$ cat src/tdbh_pkg.sv
// ----------------------------------------------------------------------------
// tdbh_pkg
// Shared types and register codes for the capacitive touch detector with
// baseline tracking and hysteresis.
// ----------------------------------------------------------------------------
package tdbh_pkg;

    localparam int CFG_INDEX_WIDTH = 3;
    localparam int CFG_DATA_WIDTH  = 16;
    localparam int RAW_WIDTH       = 16;
    localparam int CALIB_CNT_WIDTH = 9;
    localparam int CALIB_SUM_WIDTH = 24;

    typedef enum logic [CFG_INDEX_WIDTH-1:0] {
        CFG_TOUCH_OFFSET   = 3'd0,
        CFG_RELEASE_OFFSET = 3'd1,
        CFG_TOUCH_RUN      = 3'd2,
        CFG_RELEASE_RUN    = 3'd3,
        CFG_BLEND_SHIFT    = 3'd4,
        CFG_WARMUP_COUNT   = 3'd5
    } cfg_index_t;

    typedef struct packed {
        logic [15:0] touch_offset;
        logic [15:0] release_offset;
        logic [7:0]  touch_run;
        logic [7:0]  release_run;
        logic [3:0]  blend_shift;
        logic [7:0]  warmup_count;
    } cfg_t;

    typedef struct packed {
        logic        is_touched;
        logic [15:0] baseline_value;
        logic        calibrating;
    } result_t;

endpackage

$ cat src/touch_detect_baseline_hysteresis.sv
// ----------------------------------------------------------------------------
// touch_detect_baseline_hysteresis
// Capacitive touch detector: warmup and averaged baseline calibration, then
// touch and release detection with hysteresis and idle baseline tracking.
//
//   Channel  Signals                                   Direction
//   input    in_valid, in_ready, raw_count             sample in
//   output   out_valid, out_ready, is_touched,         result out
//            baseline_value, calibrating
//   config   cfg_write, cfg_index, cfg_data            register write
//
// One sample per cycle is sustained while the output is not stalled; a sample is
// held first in the input register and its result then in the result register,
// from which it transfers when out_ready is high.
// The whole update for a sample is done between those two registers.
// Reset clears all control state and loads the register defaults.
// A stalled output holds its result while one more sample waits in the input
// register; in_ready falls only when both are full.
// ----------------------------------------------------------------------------
module touch_detect_baseline_hysteresis #(
    parameter int BASELINE_SAMPLES_LOG2 = 5,
    parameter int SAMPLE_WIDTH          = 16
) (
    input  logic                                  clk,
    input  logic                                  rst_n,
    input  logic                                  in_valid,
    output logic                                  in_ready,
    input  logic [tdbh_pkg::RAW_WIDTH-1:0]        raw_count,
    output logic                                  out_valid,
    input  logic                                  out_ready,
    output logic                                  is_touched,
    output logic [15:0]                           baseline_value,
    output logic                                  calibrating,
    input  logic                                  cfg_write,
    input  logic [tdbh_pkg::CFG_INDEX_WIDTH-1:0]  cfg_index,
    input  logic [tdbh_pkg::CFG_DATA_WIDTH-1:0]   cfg_data
);

    tdbh_pkg::cfg_t          cfg_reg;
    logic                    s1_valid_reg;
    logic [SAMPLE_WIDTH-1:0] s1_raw_reg;
    logic                    out_valid_reg;
    tdbh_pkg::result_t       result_reg;
    tdbh_pkg::result_t       result_next;
    logic                    advance;

    assign advance  = s1_valid_reg && (!out_valid_reg || out_ready);
    assign in_ready = !s1_valid_reg || advance;

    always_ff @(posedge clk or negedge rst_n)
    begin
        if (!rst_n)
        begin
            cfg_reg.touch_offset   <= 16'd40;
            cfg_reg.release_offset <= 16'd20;
            cfg_reg.touch_run      <= 8'd3;
            cfg_reg.release_run    <= 8'd3;
            cfg_reg.blend_shift    <= 4'd4;
            cfg_reg.warmup_count   <= 8'd16;
        end
        else if (cfg_write)
        begin
            unique case (cfg_index)
                tdbh_pkg::CFG_TOUCH_OFFSET:   cfg_reg.touch_offset   <= cfg_data;
                tdbh_pkg::CFG_RELEASE_OFFSET: cfg_reg.release_offset <= cfg_data;
                tdbh_pkg::CFG_TOUCH_RUN:      cfg_reg.touch_run      <= cfg_data[7:0];
                tdbh_pkg::CFG_RELEASE_RUN:    cfg_reg.release_run    <= cfg_data[7:0];
                tdbh_pkg::CFG_BLEND_SHIFT:    cfg_reg.blend_shift    <= cfg_data[3:0];
                tdbh_pkg::CFG_WARMUP_COUNT:   cfg_reg.warmup_count   <= cfg_data[7:0];
                default:
                begin
                end
            endcase
        end
    end

    always_ff @(posedge clk or negedge rst_n)
    begin
        if (!rst_n)
        begin
            s1_valid_reg  <= 1'b0;
            out_valid_reg <= 1'b0;
        end
        else
        begin
            if (in_ready)
            begin
                s1_valid_reg <= in_valid;
            end
            if (advance)
            begin
                out_valid_reg <= 1'b1;
            end
            else if (out_ready)
            begin
                out_valid_reg <= 1'b0;
            end
        end
    end

    always_ff @(posedge clk)
    begin
        if (in_valid && in_ready)
        begin
            s1_raw_reg <= raw_count[SAMPLE_WIDTH-1:0];
        end
        if (advance)
        begin
            result_reg <= result_next;
        end
    end

    tdbh_core #(
        .SAMPLE_WIDTH          (SAMPLE_WIDTH),
        .BASELINE_SAMPLES_LOG2 (BASELINE_SAMPLES_LOG2)
    ) u_core (
        .clk    (clk),
        .rst_n  (rst_n),
        .step   (advance),
        .raw    (s1_raw_reg),
        .cfg    (cfg_reg),
        .result (result_next)
    );

    assign out_valid      = out_valid_reg;
    assign is_touched     = result_reg.is_touched;
    assign baseline_value = result_reg.baseline_value;
    assign calibrating    = result_reg.calibrating;

    a_no_touch_while_calibrating: assert property (
        @(posedge clk) disable iff (!rst_n)
        out_valid_reg && result_reg.calibrating |-> !result_reg.is_touched
    ) else $error("touch reported during calibration");

    a_calibration_done_stays: assert property (
        @(posedge clk) disable iff (!rst_n)
        out_valid_reg && !result_reg.calibrating |=> !result_reg.calibrating
    ) else $error("calibration restarted after completion");

    a_ready_only_when_full: assert property (
        @(posedge clk) disable iff (!rst_n)
        !in_ready |-> s1_valid_reg && out_valid_reg && !out_ready
    ) else $error("input stalled while a stage was free");

endmodule

$ cat src/tdbh_core.sv
// ----------------------------------------------------------------------------
// tdbh_core
// Detector state and per-sample update: calibration, baseline blend and
// touch/release run counting.
// ----------------------------------------------------------------------------
module tdbh_core #(
    parameter int SAMPLE_WIDTH          = 16,
    parameter int BASELINE_SAMPLES_LOG2 = 5
) (
    input  logic                    clk,
    input  logic                    rst_n,
    input  logic                    step,
    input  logic [SAMPLE_WIDTH-1:0] raw,
    input  tdbh_pkg::cfg_t          cfg,
    output tdbh_pkg::result_t       result
);

    localparam int                             ACC_WIDTH   = SAMPLE_WIDTH + 16;
    localparam int                             CW          = tdbh_pkg::CALIB_CNT_WIDTH;
    localparam int                             SW          = tdbh_pkg::CALIB_SUM_WIDTH;
    localparam logic [CW:0]                    AVG_SAMPLES = (CW + 1)'(1) << BASELINE_SAMPLES_LOG2;

    logic [SAMPLE_WIDTH-1:0] idle_level_reg, idle_level_next;
    logic                    touch_flag_reg, touch_flag_next;
    logic [7:0]              touch_streak_reg, touch_streak_next;
    logic [7:0]              release_streak_reg, release_streak_next;
    logic [CW-1:0]           calib_counter_reg, calib_counter_next;
    logic [SW-1:0]           calib_sum_reg, calib_sum_next;
    logic                    in_calibration_reg, in_calibration_next;

    logic [SAMPLE_WIDTH-1:0] blended;
    logic [SW-1:0]           sum_plus;
    logic [SW-1:0]           sum_shifted;
    logic [CW-1:0]           counter_plus;
    logic [CW:0]             avg_progress;
    logic [16:0]             touch_level;
    logic [16:0]             release_level;
    logic                    above_touch;
    logic                    above_release;
    logic [7:0]              streak_tmp;

    function automatic logic [SAMPLE_WIDTH-1:0] blend(
        input logic [SAMPLE_WIDTH-1:0] level,
        input logic [SAMPLE_WIDTH-1:0] sample,
        input logic [3:0]              k
    );
        logic [ACC_WIDTH-1:0] acc;
        logic [ACC_WIDTH-1:0] shifted;
        acc     = (ACC_WIDTH'(level) << k) - ACC_WIDTH'(level) + ACC_WIDTH'(sample);
        shifted = acc >> k;
        return shifted[SAMPLE_WIDTH-1:0];
    endfunction

    assign blended       = blend(idle_level_reg, raw, cfg.blend_shift);
    assign sum_plus      = calib_sum_reg + SW'(raw);
    assign sum_shifted   = sum_plus >> BASELINE_SAMPLES_LOG2;
    assign counter_plus  = calib_counter_reg + CW'(1);
    assign avg_progress  = {1'b0, counter_plus} - (CW + 1)'(cfg.warmup_count);
    assign touch_level   = 17'(blended) + 17'(cfg.touch_offset);
    assign release_level = 17'(idle_level_reg) + 17'(cfg.release_offset);
    assign above_touch   = 17'(raw) > touch_level;
    assign above_release = 17'(raw) > release_level;

    always_comb
    begin
        idle_level_next     = idle_level_reg;
        touch_flag_next     = touch_flag_reg;
        touch_streak_next   = touch_streak_reg;
        release_streak_next = release_streak_reg;
        calib_counter_next  = calib_counter_reg;
        calib_sum_next      = calib_sum_reg;
        in_calibration_next = in_calibration_reg;
        streak_tmp          = '0;

        if (in_calibration_reg)
        begin
            calib_counter_next = counter_plus;
            if (calib_counter_reg >= CW'(cfg.warmup_count))
            begin
                calib_sum_next = sum_plus;
                // A counter that wrapped below the warmup count also ends averaging.
                if (avg_progress >= AVG_SAMPLES)
                begin
                    idle_level_next     = sum_shifted[SAMPLE_WIDTH-1:0];
                    in_calibration_next = 1'b0;
                    touch_flag_next     = 1'b0;
                    touch_streak_next   = '0;
                    release_streak_next = '0;
                end
            end
        end
        else if (!touch_flag_reg)
        begin
            idle_level_next = blended;
            if (above_touch)
            begin
                streak_tmp = (touch_streak_reg < cfg.touch_run) ?
                             touch_streak_reg + 8'd1 : touch_streak_reg;
            end
            touch_streak_next = streak_tmp;
            if (streak_tmp >= cfg.touch_run)
            begin
                touch_flag_next     = 1'b1;
                touch_streak_next   = '0;
                release_streak_next = '0;
            end
        end
        else
        begin
            if (!above_release)
            begin
                streak_tmp = (release_streak_reg < cfg.release_run) ?
                             release_streak_reg + 8'd1 : release_streak_reg;
            end
            release_streak_next = streak_tmp;
            if (streak_tmp >= cfg.release_run)
            begin
                touch_flag_next     = 1'b0;
                release_streak_next = '0;
                touch_streak_next   = '0;
                idle_level_next     = blended;
            end
        end
    end

    always_ff @(posedge clk or negedge rst_n)
    begin
        if (!rst_n)
        begin
            idle_level_reg     <= '0;
            touch_flag_reg     <= 1'b0;
            touch_streak_reg   <= '0;
            release_streak_reg <= '0;
            calib_counter_reg  <= '0;
            calib_sum_reg      <= '0;
            in_calibration_reg <= 1'b1;
        end
        else if (step)
        begin
            idle_level_reg     <= idle_level_next;
            touch_flag_reg     <= touch_flag_next;
            touch_streak_reg   <= touch_streak_next;
            release_streak_reg <= release_streak_next;
            calib_counter_reg  <= calib_counter_next;
            calib_sum_reg      <= calib_sum_next;
            in_calibration_reg <= in_calibration_next;
        end
    end

    assign result.is_touched     = touch_flag_next;
    assign result.baseline_value = 16'(idle_level_next);
    assign result.calibrating    = in_calibration_next;

endmodule

$ cat config.mk
export PLATFORM = sky130hd
export DESIGN_NAME = touch_detect_baseline_hysteresis
export DESIGN_NICKNAME = d
export VERILOG_FILES = /design/src/tdbh_pkg.sv /design/src/touch_detect_baseline_hysteresis.sv /design/src/tdbh_core.sv
export SDC_FILE = /design/constraint.sdc
export NUM_CORES = 1
export LEC_CHECK = 0
export BUFFER_PORTS_ARGS = -buffer_cell sky130_fd_sc_hd__buf_4
export CORE_MARGIN = 1.5
export CORE_UTILIZATION = 40
export DETAILED_ROUTE_END_ITERATION = 12
export PLACE_DENSITY_LB_ADDON = 0.2
export REMOVE_ABC_BUFFERS = 1
export SYNTH_ARGS = -nofsm -noshare
export SYNTH_HDL_FRONTEND = slang
export SYNTH_HIERARCHICAL = 1
export SYNTH_SLANG_ARGS = --single-unit
$ cat constraint.sdc
create_clock -name clk -period 19.1 [get_ports clk]
set_clock_uncertainty 0.15 [all_clocks]
set_input_delay 3.82 -clock clk [delete_from_list [all_inputs] [get_ports clk]]
set_output_delay 3.82 -clock clk [all_outputs]
set_load 0.1 [all_outputs]
==> reports/metrics.csv, run 1 <==
metric,value,unit
ys.flop_type,dfrtp_1,
hold_violations,0,
fp.dieH,198,microns
regToRegStartpoint,cfg_reg[8]$_DFFE_PN0P_,
core,37500,sq um
holdPathEnd,out_valid$_DFFE_PN0P_,
clock_path_buffers,2,
drv_slew,0,
overflow,0,
place_hpwl,34600,microns
reg2reg_to,u_core/release_streak_reg[2]$_DFFE_PN0P_,
finalCriticalPeriod,12040,ps
hold_depth,1,
cts_tree,built,
ys_ff_latch,160,
antenna_cells,0,
cts_buffers,17,
final_antenna_net_count,0,
worstSetupPathType,reg -> reg,
tightest_slew,1040,ps
min_from,s1_valid_reg$_DFFE_PN0P_,
area_delta_synth_final,9.74,%
cts_hold_buf,0,
rsz0062_at_grt,no,
vias_per_cell,5.78,
io_buffers,59,
die_x,198,microns
yosysSeqAreaShare,0.277,
cp_data_required_time,19270,ps
rrSetupSlack,7060,ps
synth_edf_count,34,
critPathLaunch,cfg_reg[8]$_DFFE_PN0P_,
totalWireLength,44000,microns
die_area,39000,sq um
grt_start_max_net_pins,74,
async_flop_share,0.788,
grt_pass1_vias,12600,
ys_types,99,
synth_cells,1672,
cp-start-kind,register,
final_cells,2221,
start_util,0.404,
grt_pass1_wl,69400,microns
antenna_found_initial,0,
holdWs,327,ps
fin_setup_tns,0,ps
wire_per_inst,19.8,microns
max_freq,0.0831,GHz
drt_iter0_markers,988,
crit_fanout,70,
first_pass_iters,5,
num_io_pins,60,
dp.cells,2189,
clk_latency,450,ps
vias,12800,
hp-class,reg -> reg,
row_count,71,
clockRootBuffer,clkbuf_16,
fin_nets,1917,
gp_congestion,0.917,
reg2regPathDepth,44,
ys_warn_count,6,
slew_headroom,0.308,
fillers,3755,
drc_errors,0,
path_clk_slew,70,ps
finalSetupViolCount,0,
drive_above_1_share,0.146,
cp.arrival,12200,ps
syn_area_per_cell,9.06,sq um
synth_area,15100,sq um
cpMaxStageDelayCell,o311ai_1,
post_cts_buffers,0,
ctsResizeCount,0,
drv_cap,0,
largest_reg_flops,60,
grtUsageTotal,0.230,
slowest_delay,720,ps
cp-end-kind,register,
cts_sinks,160,
status,completed,
fin_crit_sh,0.630,
cts-htree-levels,4,
per-stage QoR:
| step | setup slack [ps] | cell area [sq um] | util |
|---|---|---|---|
| global route | 6130 | 16600 | 0.443 |
| global placement | 7400 | 16000 | 0.427 |
| floorplan | 8070 | 14800 | - |
| CTS | 7210 | 16600 | 0.443 |
| detailed placement | 7300 | 16000 | 0.427 |
| finish | 7060 | 16600 | 0.443 |
layout make-up:
cell class,instances,area (sq um),share of cell area
tap,511,639,0.0385
timing repair buffer,71,537,0.0323
clock inverter,12,116,0.00700
multi-input combinational,1324,10200,0.614
clock buffer,20,478,0.0288
inverter,123,462,0.0278
sequential,160,4190,0.252
per-layer routing:
metal  share of wire  wire length (microns)  vias to the layer above  GRT usage
li1                -                      -                     6131          -
met1            0.47                  20600                     6275      0.322
met2            0.46                  20200                      392      0.369
met3           0.056                   2470                       43     0.0306
met4           0.017                    751                        0     0.0687
met5               0                      0                        -          0
cell usage in the layout, fill, tap and decap left out, types with 32 or more instances in the layout:
master	Yosys	routed
dfrtp_1	115	114
nor2_1	116	116
nand2_1	159	159
xor2_1	54	54
buf_4	3	70
mux2_2	66	66
a21oi_1	101	101
ha_1	160	160
inv_1	122	122
nand3_1	32	32
edfxtp_1	34	34
o21ai_0	84	84
xnor2_1	51	51
mux2i_1	39	39
critical path: cells and delay by family (launching register included):
family                     cells  cell delay, ps
adders and majority gates      5            1700
DFF                            1             340
buffers and inverters          3             750
AOI/OAI and AO/OA             21            5460
xor gates and xnor gates       2             470
muxes                          4             870
and+or+nand+nor                9            2140
worst max path at each step:
stage | end | slack, ps | cells past startpoint
2_1_floorplan | u_core/touch_streak_reg[0]$_DFFE_PN0P_ | 8070 | 45
3_3_place_gp | u_core/release_streak_reg[0]$_DFFE_PN0P_ | 7400 | 44
3_5_place_dp | u_core/release_streak_reg[2]$_DFFE_PN0P_ | 7300 | 44
4_1_cts | u_core/release_streak_reg[2]$_DFFE_PN0P_ | 7210 | 44
5_1_grt | u_core/release_streak_reg[2]$_DFFE_PN0P_ | 6130 | 44
6_report | u_core/release_streak_reg[2]$_DFFE_PN0P_ | 7060 | 44
cell families (layout without fill, tap and decap cells):
group	Yosys count	after routing	synth area share
buf+inv	188	226	0.0504
mux	125	125	0.104
xor+xnor	105	105	0.0607
fa+ha+maj	180	180	0.159
simple gates	487	487	0.156
compound gates	427	427	0.194
flops	160	160	0.277
cell usage after synthesis (14+ instances only):
master    count  area [sq um]
mux4_2       18           405
inv_1       122           458
xnor2_1      51           447
nor2_1      116           435
and3_1       16           100
mux2i_1      39           390
fa_1         20           400
a211oi_1     23           173
mux2_2       66           743
clkbuf_1     37           139
a221o_1      23           230
o21ai_0      84           420
nor2b_1      21           131
edfxtp_1     34          1020
xor2_1       54           473
a21oi_1     101           505
a21o_1       31           233
nand2_1     159           597
dfrtp_1     115          2880
nor3_1       30           150
o31ai_1      14           105
nand3_1      32           160
nand2b_1     30           188
o21a_1       18           135
ha_1        160          2000
Power of run 1 is not shown: default switching activity piles up to over one toggle a cycle in this logic, so the estimate is an artifact.
==> inputs of run 2 (changes only) <==
clock period = 11.2 ns   (was 19.1 ns; I/O delays follow)
==> reports/metrics.csv, run 2 (synthesized netlist as in run 1, its figures left out) <==
metric,value,unit,change
cp_data_required_time,11420,ps,-7850 ps
grt_start_max_net_pins,67,,-9.5%
drv_cap,0,,unchanged
cp-end-kind,register,,
cts_sinks,160,,unchanged
area_delta_synth_final,11.2,%,
cp-start-kind,register,,
final_antenna_net_count,0,,unchanged
drv_slew,0,,unchanged
totalWireLength,44600,microns,+1.4%
rsz0062_at_grt,no,,
vias_per_cell,5.70,,-1.4%
slowest_delay,560,ps,-160 ps
fin_area,16800,sq um,+1.3%
wire_per_inst,19.9,microns,+0.45%
status,completed,,
finalCriticalPeriod,10660,ps,-1370 ps
grtUsageTotal,0.235,,+0.00461
fp.dieH,198,microns,unchanged
layout_common_cells,"160 x ha_1, 159 x nand2_1, 122 x inv_1",,
grt_pass1_vias,12600,,-0.056%
cts-htree-levels,4,,unchanged
fin_nets,1939,,+1.1%
place_hpwl,35100,microns,+1.6%
dp.cells,2204,,+0.69%
finalSetupViolCount,0,,unchanged
grt_pass1_wl,70500,microns,+1.7%
num_io_pins,60,,unchanged
vias,12800,,-0.37%
max_freq,0.0938,GHz,+13%
cts_tree,built,,
fillers,3653,,-2.7%
worst_path_most_repeated_cell,ha_1,,
hp-class,reg -> reg,,
final_common_cell,ha_1,,
cp.arrival,10890,ps,-1310 ps
cts_hold_buf,0,,unchanged
crit_fanout,15,,-79%
core,37500,sq um,unchanged
start_util,0.404,,unchanged
place_area,16100,sq um,+0.70%
cpMaxStageDelayCell,dfrtp_2,,
drc_errors,0,,unchanged
gp_congestion,0.977,,+6.6%
cts_buffers,17,,unchanged
final_cells,2243,,+0.99%
slew_headroom,0.322,,+0.0140
hold_violations,0,,unchanged
drive_above_1_share,0.160,,+0.0143
die_area,39000,sq um,unchanged
hold_depth,1,,unchanged
largest_reg_flops,60,,unchanged
tightest_slew,1020,ps,-21.0 ps
path_clk_slew,70,ps,about the same
die_x,198,microns,unchanged
io_buffers,59,,unchanged
clockRootBuffer,clkbuf_16,,
first_pass_iters,6,,+1
reg2regPathDepth,43,,-2.3%
antenna_found_initial,0,,unchanged
fin_setup_tns,0,ps,unchanged
clk_latency,450,ps,about the same
row_count,71,,unchanged
antenna_cells,0,,unchanged
overflow,0,,unchanged
drt_iter0_markers,938,,-5.1%
worstSetupPathType,reg -> reg,,
clock_path_buffers,2,,unchanged
fin_crit_sh,0.952,,+0.322
==> run 2: changes by cell type in the layout (fill, tap and decap cells not counted), sizes merged <==
cell	previous run	this run
buf	71	93
clkinv	4	3
inv	130	132
clkbuf	20	19
==> run 2: metrics by stage <==
step | setup slack (ps) | util | hold slack [ps]
floorplan | 174 | - | 299
global placement | 371 | 0.430 | 311
detailed placement | 355 | 0.430 | 318
CTS | 307 | 0.447 | 324
global route | 6.35 | 0.449 | 347
finish | 536 | 0.449 | 321
==> run 2: what timing repair did <==
| item | 4_1_cts | 5_1_grt |
|---|---|---|
| setup buffers | 0 | 7 |
| setup endpoints to repair | 0 | 16 |
| resized for setup | 0 | 12 |
==> run 2: cell type report <==
type	count	area, sq um	area share
clock buffer	19	475	0.0282
clock inverter	13	134	0.00795
inverter	123	462	0.0274
multi-input combinational	1324	10200	0.607
sequential	160	4190	0.249
tap	511	639	0.0380
timing repair buffer	93	718	0.0426
==> run 2: worst paths after layout <==
kind	endpoint	slack, ps	from
worst min register to register	out_valid$_DFFE_PN0P_	320	s1_valid_reg$_DFFE_PN0P_
worst max register to register	u_core/touch_streak_reg[2]$_DFFE_PN0P_	540	cfg_reg[9]$_DFFE_PN0P_
worst min-delay path	out_valid$_DFFE_PN0P_	320	s1_valid_reg$_DFFE_PN0P_
min in group asynchronous	u_core/calib_counter_reg[2]$_DFFE_PN0P_	1620	rst_n
max in group asynchronous	u_core/idle_level_reg[15]$_DFFE_PN0P_	7920	rst_n
worst max-delay path	u_core/touch_streak_reg[2]$_DFFE_PN0P_	540	cfg_reg[9]$_DFFE_PN0P_
==> run 2: metal layers <==
| layer | vias to the layer above | track usage | part of all wire |
|---|---|---|---|
| met5 | - | 0 | 0 |
| met4 | 0 | 0.0763 | 0.023 |
| met3 | 56 | 0.0289 | 0.049 |
| met2 | 390 | 0.374 | 0.45 |
| met1 | 6180 | 0.330 | 0.48 |
| li1 | 6167 | - | - |
==> run 2: worst max-delay path, delay by kind of cell, from the launching register on <==
kind	cells	cell delay (ps)
AND/OR/NAND/NOR	14	3250
adder cells (fa/ha/maj)	6	2060
flip-flops	1	560
multiplexers	4	1060
AO/OA/AOI/OAI	14	2710
buffers and inverters	4	610
XOR/XNOR	1	160
Power of run 2 is left out for the same reason.
==> inputs of run 3 (changes only) <==
PLACE_DENSITY = 0.62   (was default)
PLACE_DENSITY_LB_ADDON = default   (was 0.2)
==> reports/metrics.csv, run 3 (synthesized netlist as in run 1, its figures left out) <==
metric,value,unit,change
regArea,4190,sq um,unchanged
fin_nets,1933,,-0.31%
largest_reg_flops,60,,unchanged
rrSetupSlack,460,ps,-80 ps
slew_headroom,0.227,,-0.0955
fp.dieH,198,microns,unchanged
grtUsageTotal,0.228,,-0.00697
fin_setup_tns,0,ps,unchanged
antenna_found_initial,0,,unchanged
row_count,71,,unchanged
clock_path_buffers,2,,unchanged
status,completed,,
hp-class,reg -> reg,,
finalCriticalPeriod,10740,ps,+78.4 ps
grt_pass1_wl,68900,microns,-2.3%
cp_data_required_time,11410,ps,about the same
min_from,u_core/calib_sum_reg[7]$_DFFE_PN0P_,,
final_antenna_net_count,0,,unchanged
die_area,39000,sq um,unchanged
crit_fanout,15,,unchanged
wire_per_inst,19.5,microns,-2.1%
cp.arrival,10950,ps,+60 ps
worst_path_most_repeated_cell,ha_1,,
die_x,198,microns,unchanged
path_buf_inv,3,,-1
vias_per_cell,5.71,,about the same
max_freq,0.0931,GHz,-0.73%
cpMaxStageDelayCell,dfrtp_4,,
critPathLaunch,cfg_reg[8]$_DFFE_PN0P_,,
reg2regPathDepth,43,,unchanged
crit_path_end,u_core/touch_streak_reg[2]$_DFFE_PN0P_,,
area_delta_synth_final,10.6,%,
fin_crit_sh,0.959,,+0.00700
slowest_delay,590,ps,+30 ps
tightest_slew,1160,ps,+138 ps
reg2reg_to,u_core/touch_streak_reg[2]$_DFFE_PN0P_,,
worstSetupPathType,reg -> reg,,
drive_above_1_share,0.155,,-0.00524
gp_congestion,0.974,,-0.37%
drv_slew,0,,unchanged
rsz0062_at_grt,no,,
clockRootBuffer,clkbuf_16,,
cp_num_cells,43,,unchanged
cts-htree-levels,4,,unchanged
vias,12800,,-0.23%
fillers,3645,,-0.22%
drt_iter0_markers,963,,+2.7%
grt_pass1_vias,12500,,-0.64%
antenna_cells,0,,unchanged
num_io_pins,60,,unchanged
core,37500,sq um,unchanged
cts_sinks,160,,unchanged
critPathTopFamily,simple AND/OR/NAND/NOR gates,,
overflow,0,,unchanged
path_clk_slew,70,ps,about the same
first_pass_iters,5,,-1
grt_start_max_net_pins,78,,+16%
io_buffers,59,,unchanged
regToRegStartpoint,cfg_reg[8]$_DFFE_PN0P_,,
drv_cap,0,,unchanged
multi_input_area,10200,sq um,+0.17%
cts_buffers,17,,unchanged
cp-start-kind,register,,
layout_common_cells,"160 x ha_1, 159 x nand2_1, 122 x inv_1",,
finalSetupViolCount,0,,unchanged
clk_latency,460,ps,about the same
final_common_cell,ha_1,,
hold_violations,0,,unchanged
cp-end-kind,register,,
totalWireLength,43600,microns,-2.3%
cts_tree,built,,
drc_errors,0,,unchanged
place_hpwl,34400,microns,-1.9%
start_util,0.404,,unchanged
==> run 3: changes by cell type in the layout (fill, tap and decap cells not counted), sizes merged <==
cell	before	now
clkinv	3	2
inv	132	130
bufinv	1	0
buf	93	87
clkbuf	19	20
clkinvlp	0	3
==> run 3: cell type report <==
type / instances / share of cell area
tap: 511 / 0.0382
inverter: 123 / 0.0276
multi-input combinational: 1324 / 0.611
timing repair buffer: 87 / 0.0395
clock inverter: 12 / 0.00568
sequential: 160 / 0.250
clock buffer: 20 / 0.0273
==> run 3: metrics by stage <==
stage | setup WS (ps) | instances | instance area [sq um] | hold slack [ps] | util
CTS | 168 | 2234 | 16700 | 335 | 0.445
global placement | 351 | 2202 | 16100 | 312 | 0.430
global route | 13.4 | 2237 | 16700 | 353 | 0.447
finish | 458 | 2237 | 16700 | 335 | 0.447
detailed placement | 224 | 2202 | 16100 | 317 | 0.430
floorplan | 174 | 1607 | 14800 | 299 | -
==> run 3: worst min-delay path by stage <==
| stage | to | slack, ps | cells past startpoint |
|---|---|---|---|
| CTS | u_core/calib_sum_reg[0]$_DFFE_PN0P_ | 340 | 2 |
| global route | u_core/calib_sum_reg[7]$_DFFE_PN0P_ | 350 | 2 |
| finish | u_core/calib_sum_reg[7]$_DFFE_PN0P_ | 330 | 2 |
| floorplan | out_valid$_DFFE_PN0P_ | 300 | 1 |
| detailed placement | u_core/calib_sum_reg[0]$_DFFE_PN0P_ | 320 | 2 |
| global placement | out_valid$_DFFE_PN0P_ | 310 | 1 |
==> run 3: routing by layer <==
layer  GRT usage  wire length, microns  vias up
li1            -                     -     6158
met1       0.314                 20400     6162
met2       0.364                 19800      390
met3      0.0446                  2580       53
met4      0.0633                   739        0
met5           0                     0        -
==> run 3: worst register-to-register path, delay by kind of cell, from the launching register on <==
kind	cells	cell delay, ps
xor+xnor	1	170
mux	4	1150
simple gates	15	3540
fa+ha+maj	6	2050
flops	1	590
compound gates	14	2670
buf+inv	3	320
==> run 3: what timing repair did <==
| action | in CTS | in global routing |
|---|---|---|
| gates resized for setup | 0 | 10 |
| setup buffers | 0 | 3 |
| hold buffers | 0 | 0 |
| endpoints found under the hold margin | 0 | 0 |
| endpoints found under the setup margin | 0 | 16 |
Power of run 3 is left out for the same reason.
